==> config.mk <==
export PLATFORM = sky130hd
export DESIGN_NAME = cfir_cell
export DESIGN_NICKNAME = d
export VERILOG_FILES = /design/src/cfir_pkg.sv /design/src/cfir_cell.sv
export SDC_FILE = /design/constraint.sdc
export NUM_CORES = 2
export LEC_CHECK = 0
export CORE_UTILIZATION = 60
export DETAILED_ROUTE_END_ITERATION = 8
export DONT_BUFFER_PORTS = 1
export PLACE_DENSITY = 0.79
export SLEW_MARGIN = 40
export SYNTH_ARGS = -nofsm -noshare
export SYNTH_HDL_FRONTEND = slang
export SYNTH_SLANG_ARGS = --single-unit
export TNS_END_PERCENT = 30
==> constraint.sdc <==
create_clock -name clk -period 6.8 [get_ports clk]
set_clock_uncertainty 0.1 [all_clocks]
set_input_delay 2.04 -clock clk [delete_from_list [all_inputs] [get_ports clk]]
set_output_delay 2.04 -clock clk [all_outputs]
set_load 0.01 [all_outputs]
==> src/cfir_pkg.sv <==
// ----------------------------------------------------------------------------
// cfir_pkg: shared definitions for the complex FIR filter
// Sizes, opcodes, controller states and the cell control bundle.
// ----------------------------------------------------------------------------
package cfir_pkg;

	localparam int TAPS        = 64;
	localparam int SAMPLE_BITS = 16;
	localparam int COEF_BITS   = 18;

	localparam int NT_W     = 7;
	localparam int IDX_W    = 6;
	localparam int PROD_W   = SAMPLE_BITS + COEF_BITS;
	localparam int ACC_W    = PROD_W + $clog2(TAPS);
	localparam int FRAC     = COEF_BITS - 1;
	localparam int CNT_W    = $clog2(TAPS + 2);

	localparam logic [CNT_W-1:0] RUN_LAST = CNT_W'(TAPS + 1);
	localparam logic [NT_W-1:0]  NT_RESET = NT_W'(TAPS);

	typedef enum logic [1:0] {
		OP_FILTER = 2'd0,
		OP_LOAD   = 2'd1,
		OP_CLEAR  = 2'd2
	} opcode_t;

	typedef enum logic {
		ST_IDLE,
		ST_RUN
	} state_t;

	typedef struct packed {
		logic shift;
		logic clear;
	} cell_ctrl_t;

endpackage

==> src/cfir_cell.sv <==
// ----------------------------------------------------------------------------
// cfir_cell: one tap of the filter
// Holds a coefficient and one I/Q history sample, forms the tap products and
// adds them into the partial sums passed along the row.
// ----------------------------------------------------------------------------
module cfir_cell import cfir_pkg::*; (
	input  logic                          clk,
	input  logic                          arst_n,
	input  cell_ctrl_t                    ctrl,
	input  logic                          coef_we,
	input  logic signed [COEF_BITS-1:0]   coef_wdata,
	input  logic                          tap_en,
	input  logic signed [SAMPLE_BITS-1:0] x_i_in,
	input  logic signed [SAMPLE_BITS-1:0] x_q_in,
	output logic signed [SAMPLE_BITS-1:0] x_i,
	output logic signed [SAMPLE_BITS-1:0] x_q,
	input  logic signed [ACC_W-1:0]       sum_i_in,
	input  logic signed [ACC_W-1:0]       sum_q_in,
	output logic signed [ACC_W-1:0]       sum_i,
	output logic signed [ACC_W-1:0]       sum_q
);

	logic signed [COEF_BITS-1:0]   coef_q;
	logic signed [SAMPLE_BITS-1:0] x_i_q;
	logic signed [SAMPLE_BITS-1:0] x_q_q;
	logic signed [PROD_W-1:0]      mul_i;
	logic signed [PROD_W-1:0]      mul_q;
	logic signed [PROD_W-1:0]      prod_i_q;
	logic signed [PROD_W-1:0]      prod_q_q;
	logic signed [ACC_W-1:0]       sum_i_q;
	logic signed [ACC_W-1:0]       sum_q_q;

	always_ff @(posedge clk or negedge arst_n) begin
		if (!arst_n) begin
			coef_q <= '0;
			x_i_q  <= '0;
			x_q_q  <= '0;
		end else begin
			if (coef_we)
				coef_q <= coef_wdata;
			if (ctrl.clear) begin
				x_i_q <= '0;
				x_q_q <= '0;
			end else if (ctrl.shift) begin
				x_i_q <= x_i_in;
				x_q_q <= x_q_in;
			end
		end
	end

	// signed products at full width, kept apart from the tap-enable select
	assign mul_i = PROD_W'(coef_q) * PROD_W'(x_i_q);
	assign mul_q = PROD_W'(coef_q) * PROD_W'(x_q_q);

	// products and partial sums move every cycle; the controller knows when
	// the far end of the row has settled
	always_ff @(posedge clk) begin
		prod_i_q <= tap_en ? mul_i : '0;
		prod_q_q <= tap_en ? mul_q : '0;
		sum_i_q  <= sum_i_in + {{(ACC_W-PROD_W){prod_i_q[PROD_W-1]}}, prod_i_q};
		sum_q_q  <= sum_q_in + {{(ACC_W-PROD_W){prod_q_q[PROD_W-1]}}, prod_q_q};
	end

	assign x_i   = x_i_q;
	assign x_q   = x_q_q;
	assign sum_i = sum_i_q;
	assign sum_q = sum_q_q;

endmodule

==> summary.md <==
| Metric | Value |
|---|---|
| Status | `finished clean` |
| Synth area leader | `fa_1` |
| Synth-to-Final Area Change | `5.05%` |
| Dpl hpwl | `a little over 60 mm` |
| DRT iter0 DRCs | `roughly 1,500` |
| Cell Pwr Density | `between 300 and 400 mW/mm^2` |
| Synth top area cells | `fa_1 (38%), ha_1 (10%), dfxtp_1 (9.6%)` |
| Final core utilization | `roughly 64%` |
| Initial core utilization | `about three fifths` |
| # port buffers | `0` |
| Die Height | `229 microns` |
| Highest Clock Rate | `0.153 GHz` |
| Crit end category | `flip-flop` |
| Synth cell types | `70` |
| # fillers | `4,231` |
| GPL Wtd Cong | `~0.97` |
| Slew headroom | `between 50% and 60%` |
| FF+latch count, synth | `198` |
| Synthesized cell area | `around 0.031 sq mm` |
| Critical Path Start Type | `flip-flop` |
| Cell Rows | `82` |
| Initial antenna violation count | `4` |
| Peak VDD IR | `~0.25 mV` |
| Fraction of registers with async set/reset | `25.3%` |
| Final cell count without fillers | `approximately 4,000` |
| Final Hold Fails | `0` |
| Vias | `22,500` |
| Setup repair bufs after CTS | `0` |
| RSZ-0062 raised after global routing | `false` |
| Htree depth | `4` |
| Placed insts | `approximately 3,900` |
| Largest net degree at the start of global routing | `84` |
| # hold bufs at CTS | `0` |
| # DRC | `0` |
| Final net count | `4,252` |
| Core ar. | `a little over 0.05 sq mm` |
| Tmin final | `roughly 6.5 ns` |
| Post-Synthesis Cells | `approximately 3,300` |
| Post-Syn Area per Cell | `a little over 9 sq um` |
| Pre-Repair DR Iteration Count | `6` |
| CP Max Fanout | `14` |
| Final setup viols | `0` |
| CP max stage delay | `~0.53 ns` |
| CP max stage cell | `dfrtp_1` |
| Crit path top cell by count | `fa_1` |
| Critical path, cell by cell | `and2_1 > fa_1 > inv_1 > fa_1 > fa_1 > inv_1 > fa_1 > fa_1 > inv_1 > fa_1 > inv_1 > ha_1 > a21o_1 > a21oi_1 > nor3b_1 > o211ai_2 > a31oi_2 > o221ai_2 > a2111o_1 > a21oi_1 > and3b_1` |
| Total power | `around 0.011 W` |
| MaxCap Viol Count | `0` |
| Grt total ovfl | `0` |
| Critical path class | `reg2reg` |
| Number of clock sinks | `198` |
| Most used DFF post-synth | `dfxtp_1` |
| Vias in the first global route | `24,000` |
| Per-cell via count in the routed design | `roughly 5.7` |
| Worst-Skew Late Latency | `between 0.5 and 0.6 ns` |
| CTS buffer count | `17` |
| Share of the synthesized area in the top cell type | `between 30% and 40%` |
| Post-synth EDFFs | `0` |
| Fin Setup TNS | `0 ns` |
| Reg clk slew, reported paths | `approximately 0.09 ns` |
| Global-route wire length before repair | `roughly 120 mm` |
| Required time of the worst setup path | `just over 7 ns` |
| Synth warn | `0` |
| Share of cells above drive strength 1 | `~4.8%` |
| Total Routing Usage GR | `roughly 30%` |
| Longest Clk Path Bufs | `2` |
| WL/cell | `18.3 microns` |
| Part of the Yosys area used for sequential elements | `between 10% and 20%` |
| P_leak | `around 17 nW` |
| Top Ports | `between 200 and 250` |
| Slew Limit Fails | `0` |
| Worst Hold Class | `reg2reg` |
| Root Buffer | `clkbuf_16` |
| Final ANT Viol Nets | `0` |
| Arrival time worst endpoint | `6.84 ns` |
| Slew @ Worst Pin | `around 0.73 ns` |
| Net Count, Synth | `around 4,300` |
| DIE AREA | `~0.052 sq mm` |
| CTS tree | `yes` |
| Final wirelength | `a little over 70 mm` |
| Die width | `229 microns` |
| Final period utilization | `a little over nine tenths` |
-- synth_stat cells, types with 30 or more instances --
cell type,count
xor2_1,30
clkbuf_1,125
nand2_1,338
a21oi_1,104
and2_1,324
ha_1,250
xnor2_1,102
dfrtp_1,50
a21o_1,67
o21ai_0,67
nor2_1,123
fa_1,582
inv_1,647
dfxtp_1,148
mux2i_1,37
-- sequential cells by signal, indices dropped and copies added, names as in the netlist --
| signal | cells |
|---|---|
| coef_q | 18 |
| prod_i_q | 34 |
| sum_q | 40 |
| sum_i | 40 |
| prod_q_q | 34 |
| x_q | 16 |
| x_i | 16 |
-- critical path: cells and delay by family (launching register included) --
kind            cells  cell delay (ns)
fa+ha+maj           7             3.30
compound gates      7             1.60
simple gates        3             0.68
flops               1             0.53
buf+inv             4             0.21
-- what timing repair did --
action	CTS	global route
endpoints found under the hold margin	0	0
endpoints found under the setup margin	0	12
resized for setup	0	12
-- cells by family (layout without fill, tap and decap cells) --
family                     after synthesis  in the layout  synth area share [%]
other                                    0              1                     0
and+or+nand+nor                        945            945                  15.4
DFF                                    198            198                  13.6
muxes                                   56             56                  1.89
xor gates and xnor gates               132            132                  3.74
adders and majority gates              832            832                  47.8
AOI/OAI and AO/OA                      378            378                  8.21
buffers and inverters                  779            756                  9.45
-- placed cells by master, fill, tap and decap left out, types with 6 or more instances in the layout --
cell       netlist  final
o21ai_0         67     67
and3_1          18     18
nor3_1          24     24
dfrtp_2          0      8
mux2_2          19     19
and2_1         324    324
fa_1           582    580
nand2b_1        26     26
nand2_1        338    338
buf_4            0     73
a221oi_1         6      6
a31o_2           6      6
dfxtp_1        148    148
o21a_1          14     14
ha_1           250    250
xor2_1          30     30
xnor2_1        102    102
a211oi_1        17     17
a31oi_1         14     14
nor2b_1         19     19
mux2i_1         37     37
a211o_1          7      7
or3_1            7      7
dfrtp_1         50     42
a21oi_1        104    103
o211ai_1        12     12
nand4_1         11     11
inv_1          647    647
a21o_1          67     67
nor2_1         123    123
nand3_1         26     26
clkbuf_16        0     17
o21bai_1        17     17
-- worst paths after layout --
path	startpoint	to	slack, ns	cells past startpoint
max reg2reg	x_q[4]	prod_q_q[31]	0.27	21
max	x_q[4]	prod_q_q[31]	0.27	21
min	prod_q_q[0]	sum_q[0]	0.36	1
max in group asynchronous	arst_n	x_i[1]	5.33	0
min in group asynchronous	arst_n	x_q[7]	1.11	0
min reg2reg	prod_q_q[0]	sum_q[0]	0.36	1
-- where the power goes --
part	switching, W	internal (W)	total [W]	leakage (nW)
combinational	0.00466	0.00368	0.00835	14.6
sequential	0.000339	0.00162	0.00196	1.87
clock	0.000572	0.000494	0.00107	0.274
total	0.00557	0.00580	0.0114	16.7
-- metrics by stage --
stage          instance area, sq um  setup WS [ns]  hold slack (ns)
2_1_floorplan                 30900          0.355            0.320
3_3_place_gp                  31900          0.364            0.325
3_5_place_dp                  31900          0.198            0.336
4_1_cts                       32500          0.175            0.359
5_1_grt                       32500        0.00759            0.387
6_report                      32500          0.267            0.355
-- final cells by class --
cell class | count | area (sq um) | share of cell area (%)
Timing Repair Buffer | 77 | 619 | 1.91
Inverter | 647 | 2430 | 7.47
Tap cell | 672 | 841 | 2.59
Clock inverter | 14 | 138 | 0.423
Multi-Input combinational cell | 2343 | 23800 | 73.3
Sequential cell | 198 | 4220 | 13.0
Clock buffer | 18 | 439 | 1.35
Antenna cell | 1 | 2.50 | 0.00770
-- routing by layer --
metal / track usage, % / vias to the layer above / part of all wire (%)
met5: 0 / - / 0.044
met4: 8.81 / 4 / 2.5
met3: 7.10 / 124 / 8.7
met2: 47.1 / 849 / 47
met1: 38.9 / 11400 / 41
li1: - / 10100 / -
No activity file was read; power rests on OpenSTA's default activity.
