## src/cfir_pkg.sv

```systemverilog
// ----------------------------------------------------------------------------
// cfir_pkg: shared definitions for the complex FIR filter
// Sizes, opcodes, controller states and the cell control bundle.
// ----------------------------------------------------------------------------
package cfir_pkg;

	localparam int TAPS        = 64;
	localparam int SAMPLE_BITS = 16;
	localparam int COEF_BITS   = 18;

	localparam int NT_W     = 7;
	localparam int IDX_W    = 6;
	localparam int PROD_W   = SAMPLE_BITS + COEF_BITS;
	localparam int ACC_W    = PROD_W + $clog2(TAPS);
	localparam int FRAC     = COEF_BITS - 1;
	localparam int CNT_W    = $clog2(TAPS + 2);

	localparam logic [CNT_W-1:0] RUN_LAST = CNT_W'(TAPS + 1);
	localparam logic [NT_W-1:0]  NT_RESET = NT_W'(TAPS);

	typedef enum logic [1:0] {
		OP_FILTER = 2'd0,
		OP_LOAD   = 2'd1,
		OP_CLEAR  = 2'd2
	} opcode_t;

	typedef enum logic {
		ST_IDLE,
		ST_RUN
	} state_t;

	typedef struct packed {
		logic shift;
		logic clear;
	} cell_ctrl_t;

endpackage

```

## src/cfir_out.sv

```systemverilog
// ----------------------------------------------------------------------------
// cfir_out: rounding, saturation and output register
// Rounds the accumulated sums half up, drops the fraction bits, clips to the
// sample range and holds the result until the receiver takes it.
// ----------------------------------------------------------------------------
module cfir_out import cfir_pkg::*; (
	input  logic                          clk,
	input  logic                          arst_n,
	input  logic                          load,
	input  logic signed [ACC_W-1:0]       acc_i,
	input  logic signed [ACC_W-1:0]       acc_q,
	output logic                          out_valid,
	input  logic                          out_ready,
	output logic signed [SAMPLE_BITS-1:0] out_i,
	output logic signed [SAMPLE_BITS-1:0] out_q
);

	localparam logic signed [ACC_W:0] RND_HALF =
		{{(ACC_W+1-FRAC){1'b0}}, 1'b1, {(FRAC-1){1'b0}}};
	localparam logic signed [ACC_W:0] SAT_MAX =
		{{(ACC_W+2-SAMPLE_BITS){1'b0}}, {(SAMPLE_BITS-1){1'b1}}};
	localparam logic signed [ACC_W:0] SAT_MIN =
		{{(ACC_W+2-SAMPLE_BITS){1'b1}}, {(SAMPLE_BITS-1){1'b0}}};

	function automatic logic signed [SAMPLE_BITS-1:0] round_sat(
		input logic signed [ACC_W-1:0] acc
	);
		logic signed [ACC_W:0] rnd;
		logic signed [ACC_W:0] shf;
		logic signed [SAMPLE_BITS-1:0] res;
		rnd = $signed({acc[ACC_W-1], acc}) + RND_HALF;
		shf = rnd >>> FRAC;
		if (shf > SAT_MAX)
			res = SAT_MAX[SAMPLE_BITS-1:0];
		else if (shf < SAT_MIN)
			res = SAT_MIN[SAMPLE_BITS-1:0];
		else
			res = shf[SAMPLE_BITS-1:0];
		return res;
	endfunction

	logic                          out_valid_q;
	logic signed [SAMPLE_BITS-1:0] out_i_q;
	logic signed [SAMPLE_BITS-1:0] out_q_q;

	always_ff @(posedge clk or negedge arst_n) begin
		if (!arst_n) begin
			out_valid_q <= 1'b0;
		end else if (load) begin
			out_valid_q <= 1'b1;
		end else if (out_ready) begin
			out_valid_q <= 1'b0;
		end
	end

	always_ff @(posedge clk) begin
		if (load) begin
			out_i_q <= round_sat(acc_i);
			out_q_q <= round_sat(acc_q);
		end
	end

	assign out_valid = out_valid_q;
	assign out_i     = out_i_q;
	assign out_q     = out_q_q;

endmodule
```

## config.mk

```make
export PLATFORM = sky130hd
export DESIGN_NAME = cfir_out
export DESIGN_NICKNAME = d
export VERILOG_FILES = /design/src/cfir_pkg.sv /design/src/cfir_out.sv
export SDC_FILE = /design/constraint.sdc
export NUM_CORES = 1
export LEC_CHECK = 0
export CORE_MARGIN = 1
export CORE_UTILIZATION = 50
export DETAILED_ROUTE_END_ITERATION = 6
export DONT_BUFFER_PORTS = 1
export PLACE_DENSITY_LB_ADDON = 0.2
export RECOVER_POWER = 50
export REMOVE_ABC_BUFFERS = 1
export SLEW_MARGIN = 5
export SYNTH_ARGS = -nofsm -noshare
export SYNTH_HDL_FRONTEND = slang
export SYNTH_SLANG_ARGS = --single-unit
```

## constraint.sdc

```tcl
create_clock -name clk -period 0.85 [get_ports clk]
set_clock_uncertainty 0.15 [all_clocks]
set_input_delay 0.17 -clock clk [delete_from_list [all_inputs] [get_ports clk]]
set_output_delay 0.17 -clock clk [all_outputs]
set_load 0.05 [all_outputs]
```

==> impl_metrics.tcl, run 1 <==
set metrics [dict create \
    outcome "finished with violations" \
    violations "hold timing, setup timing" \
    finalHoldViolations 35 \
    core_area_um2 4750 \
    rsz0062_at_grt "true" \
    worstSetupPathType "in2reg" \
    synth_area_per_cell_um2 9.40 \
    synth-seq-cells 33 \
    crit_required_ns 0.73 \
    drc 0 \
    p_per_area_nw_per_um2 1220 \
    fillers 248 \
    whs_ns -0.161 \
    switching_share_pct 31.2 \
    initial_core_util_pct 52.0 \
    cts_tree "built" \
    vias 2639 \
    synthFlopType "edfxtp_1" \
    cts_buffer_depth 2 \
    min_from "load" \
    fin_cells 417 \
    ys_warn_count 0 \
    grt_pass1_wl_mm 11.7 \
    wirelength_mm 8.27 \
    dieWidth_um 72.3 \
    cpPeakStageDelay_ns 0.44 \
    root_buffer "clkbuf_8" \
    drt_iter0_markers 348 \
    num-nets-final 435 \
    grt_max_degree 34 \
    synth.distinct_cells 47 \
    comb_power_share_pct 33.4 \
    antenna_found_initial 0 \
    async_flop_share_pct 3.03 \
    cp-startpoint "acc_i[16]" \
    drt-pass1-iter-count 6 \
    wl_per_cell_um 19.8 \
    dp_cells 396 \
    yosysSeqAreaShare_pct 39.9 \
    grt_overflow_total 0 \
    r2r_start "out_valid$_DFFE_PN0P_" \
    p_leak_nw 1.55 \
    h-tree-depth 2 \
    synthCells 263 \
    clk_pin_slew_ns 0.07 \
    rows 25 \
    place_hpwl_mm 5.12 \
    fmax_ghz 0.569 \
    clkPwrFrac_pct 24.8 \
    ir_drop_uv 666 \
    fin_crit_ns 1.76 \
    gp_congestion 0.904 \
    numCtsBuffers 5 \
    synth_area_um2 2470 \
    start_kind "primary input" \
    internal-power_mw 3.41 \
    clkSinkCount 33 \
    crit_fanout 8 \
    timing.final.ws_setup_ns -0.908 \
    finalCritPeriodShare_pct 207 \
    maxSlewHeadroom_pct 68.4 \
    slowest_stage "or4_4" \
    ant_nets 0 \
    synthToLayoutAreaGrowth_pct 64.6 \
    path_cells "ha_4 -> nand3_4 -> nor4_4 -> buf_4 -> or4_4 -> a221oi_4 -> buf_6 -> a21oi_1" \
    crit_path_end_kind "flip-flop" \
    final_cell_mix "41 x a21oi_1, 40 x buf_4, 36 x buf_12" \
    clkLatencyLatePin_ns 0.28 \
    worstMarginPinSlew_ns 0.470 \
    hp-class "in2reg" \
    drive_above_1_share_pct 41.7 \
    drt-vias-per-instance 6.33 \
    drv_cap 0 \
    finalSetupViolations 66 \
    synth_edf_count 32 \
    grt_pass1_vias 2406 \
    grt_use_total_pct 29.2 \
    dieArea_um2 5230 \
    p_switching_mw 1.55 \
    slew_viol_final 0 \
    ios 117 \
    die_y_um 72.3 \
    seqPwrFrac_pct 41.7 \
    worstPathArrival_ns 1.63 \
    portBuffers 0 \
    diodes 0 \
    final_common_cell "a21oi_1" \
    postCtsHoldBufs 1 \
]
==> cells by family after synthesis <==
kind of cell    count (synthesis)  share of synthesized area, %
flops                          33                          39.9
compound gates                 81                          20.0
buf+inv                        18                          3.49
mux                             2                         0.810
xor+xnor                       32                          11.3
fa+ha+maj                       2                          1.01
simple gates                   95                          23.4
==> path summary, 6_finish.rpt <==
kind / to / slack (ns) / cells after the start
setup / recovery: out_i[12]$_SDFFCE_PN1P_ / -0.91 / 8
max in group asynchronous: out_valid$_DFFE_PN0P_ / 0.49 / 1
min in group asynchronous: out_valid$_DFFE_PN0P_ / -0.05 / 1
setup reg to reg: out_valid$_DFFE_PN0P_ / -0.02 / 1
hold reg to reg: out_valid$_DFFE_PN0P_ / 0.42 / 1
hold / removal: out_q[6]$_SDFFCE_PN1P_ / -0.16 / 0
==> sequential cells by signal (all words and copies together) (netlist names) <==
| register | count |
|---|---|
| out_i | 16 |
| out_q | 16 |
| out_valid | 1 |
==> synthesized netlist by cell type, types with 3 or more instances <==
master    number  area [um^2]
a21oi_1       52          260
and3_1         3         18.8
and4_1         6         52.6
buf_2          3         15.0
clkbuf_1       3         11.3
edfxtp_1      32          961
inv_1         10         37.5
nand2_1       12         45.0
nand3_1       24          120
nand4_1        9         56.3
nor2_1        16         60.1
nor3_1         6         30.0
nor4_1         4         25.0
o21ai_0        6         30.0
o21ai_1        5         25.0
xnor2_1       18          158
xor2_1        14          123
==> layout make-up <==
cell class | instances | area, um^2 | area share (%)
timing repair buffer | 86 | 1150 | 28.2
sequential | 33 | 987 | 24.3
clock buffer | 8 | 90.1 | 2.21
inverter | 10 | 37.5 | 0.923
tap | 67 | 83.8 | 2.06
multi-input combinational | 213 | 1720 | 42.4
==> per-layer routing <==
layer / global-route usage, % / up-vias / wire (um)
met5: 0 / - / 0
met4: 9.59 / 0 / 348
met3: 6.39 / 40 / 705
met2: 46.8 / 184 / 3980
met1: 39.3 / 1231 / 3240
li1: - / 1184 / -
==> critical path, delay by kind of cell <==
family / cells / cell delay [ns]
compound gates: 2 / 0.41
fa+ha+maj: 1 / 0.15
simple gates: 3 / 0.58
buf+inv: 2 / 0.33
==> per-stage QoR <==
step                TNS, ns  setup WS (ns)  area [um^2]  utilization [%]  total power [mW]
floorplan            -39.51          -1.28         2420                -              2.80
global placement     -38.52          -1.23         3520             74.1              3.53
detailed placement   -41.01          -1.33         3520             74.1              3.56
CTS                  -36.35         -0.860         3840             80.9              4.82
global route         -40.71         -0.948         4070             85.6              5.10
finish               -38.31         -0.908         4070             85.6              4.95
==> power by group through the flow <==
| stage | clock network (mW) | logic [mW] | registers (mW) |
|---|---|---|---|
| 2_1_floorplan | 0 | 0.311 | 2.49 |
| 3_3_place_gp | 0 | 1.44 | 2.09 |
| 3_5_place_dp | 0 | 1.46 | 2.10 |
| 4_1_cts | 1.22 | 1.53 | 2.07 |
| 5_1_grt | 1.30 | 1.72 | 2.08 |
| 6_report | 1.23 | 1.66 | 2.07 |
==> timing repair <==
item | 4_1_cts | 5_1_grt
setup buffers | 6 | 6
gates cloned | 3 | 1
hold endpoints to repair | 35 | 34
pin swaps | 15 | 17
setup endpoints to repair | 66 | 66
resized for setup | 34 | 44
(Power assumes the default switching activity.)
==> run 2, diff against run 1 <==
- SETUP_SLACK_MARGIN: default -> 0.2
==> impl_metrics.tcl, run 2 (same netlist as run 1, synthesis figures left out) <==
set metrics [dict create \
    outcome "finished with violations" \
    violations "DRC, hold timing, setup timing" \
    place_hpwl_mm 5.12 \
    cts_buffer_depth 2 \
    fillers 235 \
    ios 117 \
    worstSetupPathType "in2reg" \
    drt-pass1-iter-count 7 \
    portBuffers 0 \
    ant_nets 0 \
    core_area_um2 4750 \
    seqPwrFrac_pct 41.0 \
    rsz0062_at_grt "true" \
    grt_use_met2_pct 46.8 \
    final_cell_mix "41 x buf_4, 37 x buf_12, 36 x a21oi_1" \
    grt_pass1_vias 2406 \
    clkLatencyLatePin_ns 0.28 \
    finalInstanceArea_um2 4140 \
    internal-power_mw 3.42 \
    power_mw 5.04 \
    dpl_worst_slack_ns -1.33 \
    drt-vias-per-instance 6.73 \
    whs_ns -0.162 \
    grt_max_degree 34 \
    cpPeakStageDelay_ns 0.34 \
    top_usage_layer "met2" \
    postCtsHoldBufs 1 \
    dpl-instance-area_um2 3520 \
    crit_fanout 15 \
    wirelength_mm 9.29 \
    maxSlewHeadroom_pct 67.8 \
    finalSetupViolations 66 \
    ir_drop_uv 662 \
    p_leak_nw 1.58 \
    path_cells "nand3_1 -> buf_4 -> nor3_2 -> and4_1 -> nand4b_1 -> buf_4 -> a21oi_1 -> a21oi_2" \
    switching_share_pct 32.2 \
    hp-class "in2reg" \
    numCtsBuffers 5 \
    clk_pin_slew_ns 0.07 \
    num-nets-final 438 \
    clkPwrFrac_pct 25.3 \
    grt_pass1_wl_mm 11.7 \
    gp_congestion 0.904 \
    drv_cap 0 \
    register_area_um2 987 \
    root_buffer "clkbuf_8" \
    slew_viol_final 0 \
    dieArea_um2 5230 \
    initial_core_util_pct 52.0 \
    h-tree-depth 2 \
    slowest_stage "nor3_2" \
    drive_above_1_share_pct 43.3 \
    grtUsageMet1_pct 39.3 \
    cts_tree "built" \
    r2r_cells 1 \
    crit_path_end_kind "flip-flop" \
    r2r-end "out_valid$_DFFE_PN0P_" \
    r2r_start "out_valid$_DFFE_PN0P_" \
    fin_crit_ns 1.91 \
    comb_power_share_pct 33.6 \
    drt_iter0_markers 392 \
    timing.final.ws_setup_ns -1.06 \
    cp-startpoint "acc_i[25]" \
    p_per_area_nw_per_um2 1220 \
    crit_required_ns 0.73 \
    setup.worst_path.end "out_i[12]$_SDFFCE_PN1P_" \
    finalHoldViolations 36 \
    synthToLayoutAreaGrowth_pct 67.6 \
    antenna_found_initial 0 \
    wl_per_cell_um 22.1 \
    finalCritPeriodShare_pct 225 \
    critPathMostFrequentCell "buf_4" \
    vias 2826 \
    multi_input_area_um2 1740 \
    final_common_cell "buf_4" \
    start_kind "primary input" \
    dieWidth_um 72.3 \
    fmax_ghz 0.524 \
    rows 25 \
    r2r_slack_ns -0.02 \
    use_met3_pct 6.39 \
    worstPathArrival_ns 1.79 \
    clkSinkCount 33 \
    die_y_um 72.3 \
    grt_use_total_pct 29.2 \
    p_switching_mw 1.62 \
    grt_overflow_total 0 \
    drc 2 \
    diodes 0 \
    worstMarginPinSlew_ns 0.478 \
]
==> run 2: cell type report <==
type                    instances  area share [%]
flip-flops and latches         33            23.8
repair buffers                 89            29.0
multi-input cells             213            42.1
well taps                      67            2.02
inverters                      10           0.906
clock buffers                   8            2.18
==> run 2: stage by stage <==
step | std cells | util [%] | setup TNS [ns]
floorplan | 255 | - | -39.51
global placement | 396 | 74.1 | -38.52
detailed placement | 396 | 74.1 | -41.01
CTS | 414 | 80.9 | -36.35
global route | 420 | 87.1 | -42.60
finish | 420 | 87.1 | -40.71
==> run 2: critical path, delay by kind of cell <==
kind            cells  cell delay, ns
simple gates        4            0.83
buf+inv             2            0.40
compound gates      2            0.38
==> run 2: how the worst min path moves through the flow <==
stage | from | to | depth (start not counted)
after CTS | load | out_valid$_DFFE_PN0P_ | 1
after global routing | load | out_q[6]$_SDFFCE_PN1P_ | 0
final | load | out_q[8]$_SDFFCE_PN1P_ | 0
after floorplan | arst_n | out_valid$_DFFE_PN0P_ | 0
after detailed placement | arst_n | out_valid$_DFFE_PN0P_ | 0
after global placement | arst_n | out_valid$_DFFE_PN0P_ | 0
==> run 2: metal layers <==
| layer | share of wire (%) | vias up | wire length (um) |
|---|---|---|---|
| met3 | 11 | 57 | 1030 |
| met5 | 0 | - | 0 |
| met4 | 4.6 | 0 | 431 |
| met2 | 48 | 255 | 4460 |
| met1 | 36 | 1320 | 3360 |
| li1 | - | 1194 | - |
==> run 2: repair_timing <==
action / 4_1_cts / 5_1_grt
pin swaps: 15 / 14
setup buffers: 6 / 5
gates cloned: 3 / 1
hold endpoints to repair: 35 / 34
endpoints found under the setup margin: 66 / 66
resized for setup: 34 / 47
==> run 2: power by group through the flow <==
stage / Combinational, mW / Sequential (mW) / Clock (mW)
6_report: 1.69 / 2.07 / 1.28
5_1_grt: 1.75 / 2.08 / 1.32
4_1_cts: 1.53 / 2.07 / 1.22
3_5_place_dp: 1.46 / 2.10 / 0
3_3_place_gp: 1.44 / 2.09 / 0
2_1_floorplan: 0.311 / 2.49 / 0
==> run 3, diff against run 2 <==
- BUFFER_PORTS_ARGS: default -> -buffer_cell sky130_fd_sc_hd__buf_2
- CORE_UTILIZATION: 50 -> 47
- DONT_BUFFER_PORTS: 1 -> default
==> impl_metrics.tcl, run 3 (same netlist as run 1, synthesis figures left out) <==
set metrics [dict create \
    num-nets-final 546 \
    cp-startpoint "acc_i[17]" \
    cts_tree "built" \
    rows 26 \
    antenna_found_initial 0 \
    path_cells "buf_8 -> ha_4 -> nand3_4 -> nor4_4 -> buf_4 -> xnor2_2 -> a211oi_4 -> clkbuf_16 -> a21oi_1 -> a21oi_1" \
    gp_congestion 0.971 \
    root_buffer "clkbuf_8" \
    ir_drop_uv 1310 \
    place_hpwl_mm 5.52 \
    worstPathArrival_ns 2.20 \
    wirelength_mm 15.0 \
    grt_use_total_pct 41.2 \
    grt_max_degree 26 \
    numCtsBuffers 5 \
    drt_iter0_markers 666 \
    dpl_worst_slack_ns -1.50 \
    hp-class "in2async" \
    fin_crit_ns 2.25 \
    r2r_slack_ns -0.11 \
    dieWidth_um 74.5 \
    worstMarginPinSlew_ns 0.721 \
    grt_pass1_wl_mm 16.5 \
    ant_nets 0 \
    critPathMostFrequentCell "a21oi_1" \
    vias 3820 \
    drc 0 \
    start_kind "primary input" \
    crit_required_ns 0.80 \
    r2r_start "out_valid$_DFFE_PN0P_" \
    maxSlewHeadroom_pct 51.5 \
    drv_cap 0 \
    core_area_um2 5070 \
    crit_fanout 7 \
    grt_overflow_total 0 \
    final_cell_mix "100 x buf_4, 57 x buf_6, 32 x a21oi_1, 32 x edfxtp_1, 26 x buf_2" \
    r2r_cells 2 \
    setup.worst_path.end "out_i[6]$_SDFFCE_PN1P_" \
    cpPeakStageDelay_ns 0.42 \
    postLayoutCoreUtil_pct 94.1 \
    final_common_cell "buf_4" \
    initial_core_util_pct 48.7 \
    fin_tns_setup_ns -47.89 \
    finalCritPeriodShare_pct 265 \
    clkLatencyLatePin_ns 0.31 \
    synthToLayoutAreaGrowth_pct 93.3 \
    clkSinkCount 33 \
    ios 117 \
    dpl-instance-area_um2 3680 \
    fmax_ghz 0.444 \
    rsz0062_at_grt "true" \
    h-tree-depth 2 \
    finalInstanceArea_um2 4780 \
    outcome "finished with violations" \
    die_y_um 74.5 \
    finalHoldViolations 0 \
    wl_per_cell_um 28.2 \
    worstSetupPathType "in2reg" \
    drt-vias-per-instance 7.19 \
    r2r-end "out_valid$_DFFE_PN0P_" \
    dieArea_um2 5550 \
    finalSetupViolations 66 \
    crit_path_end_kind "flip-flop" \
    grt_pass1_vias 3266 \
    slew_viol_final 0 \
    portBuffers 84 \
    cts_buffer_depth 2 \
    diodes 0 \
    clk_pin_slew_ns 0.09 \
    p_leak_nw 2.01 \
    slowest_stage "nor4_4" \
    p_per_area_nw_per_um2 1230 \
    drt-pass1-iter-count 6 \
    timing.final.ws_setup_ns -1.40 \
    drive_above_1_share_pct 57.9 \
    violations "setup timing" \
]
[run 3: cell types whose count changed in the layout (fill, tap and decap cells not counted), moves of 3 or more]
cell | before | now
buf_12 | 37 | 4
buf_4 | 41 | 100
a21oi_1 | 36 | 32
nand3_1 | 19 | 16
buf_8 | 0 | 4
buf_6 | 8 | 57
nand3_2 | 2 | 5
a21oi_4 | 1 | 5
buf_2 | 0 | 26
[run 3: per-stage QoR]
step	instances	total power, mW	hold slack (ns)
6_report	531	5.88	0.0218
5_1_grt	531	5.90	0.0468
4_1_cts	518	5.30	0.00635
3_5_place_dp	501	3.52	-0.200
3_3_place_gp	501	3.49	-0.206
2_1_floorplan	255	2.80	-0.276
[run 3: layer usage]
layer  part of all wire [%]  up-vias  track usage, %
li1                       -     1411               -
met1                     31     1694            44.7
met2                     44      520            69.5
met3                     15      195            11.2
met4                     11        0            29.6
met5                      0        -               0
[run 3: what timing repair did]
item,in CTS,in global routing
hold endpoints to repair,1,0
gates cloned,3,2
endpoints found under the setup margin,66,66
gates resized for setup,130,70
buffers inserted,5,11
hold buffers,1,0
pin swaps,19,19
[run 3: worst max-delay path: cells and delay by family]
family,cells,cell delay (ns)
simple gates,2,0.52
fa+ha+maj,1,0.14
xor+xnor,1,0.09
compound gates,3,0.74
buf+inv,3,0.52
[run 3: power by group]
part,total (mW),leakage (nW),switching [mW],internal (mW)
clock network,1.61,0.0528,0.738,0.868
registers,2.03,0.324,0.0848,1.94
logic,2.25,1.63,1.34,0.903
[run 3: how the worst min path moves through the flow]
stage	from	end	slack, ns	depth (start not counted)
after global placement	arst_n	out_valid$_DFFE_PN0P_	-0.21	1
final	arst_n	out_valid$_DFFE_PN0P_	0.02	2
after floorplan	arst_n	out_valid$_DFFE_PN0P_	-0.28	0
after CTS	out_ready	out_valid$_DFFE_PN0P_	0.006	3
after detailed placement	arst_n	out_valid$_DFFE_PN0P_	-0.20	1
after global routing	arst_n	out_valid$_DFFE_PN0P_	0.05	2
[run 3: cell type report]
class | count | area, um^2
sequential | 33 | 986
clock inverter | 2 | 33.8
timing repair buffer | 197 | 1760
clock buffer | 6 | 72.6
multi-input combinational | 213 | 1800
tap | 70 | 87.6
fill | 141 | 298
inverter | 10 | 37.5
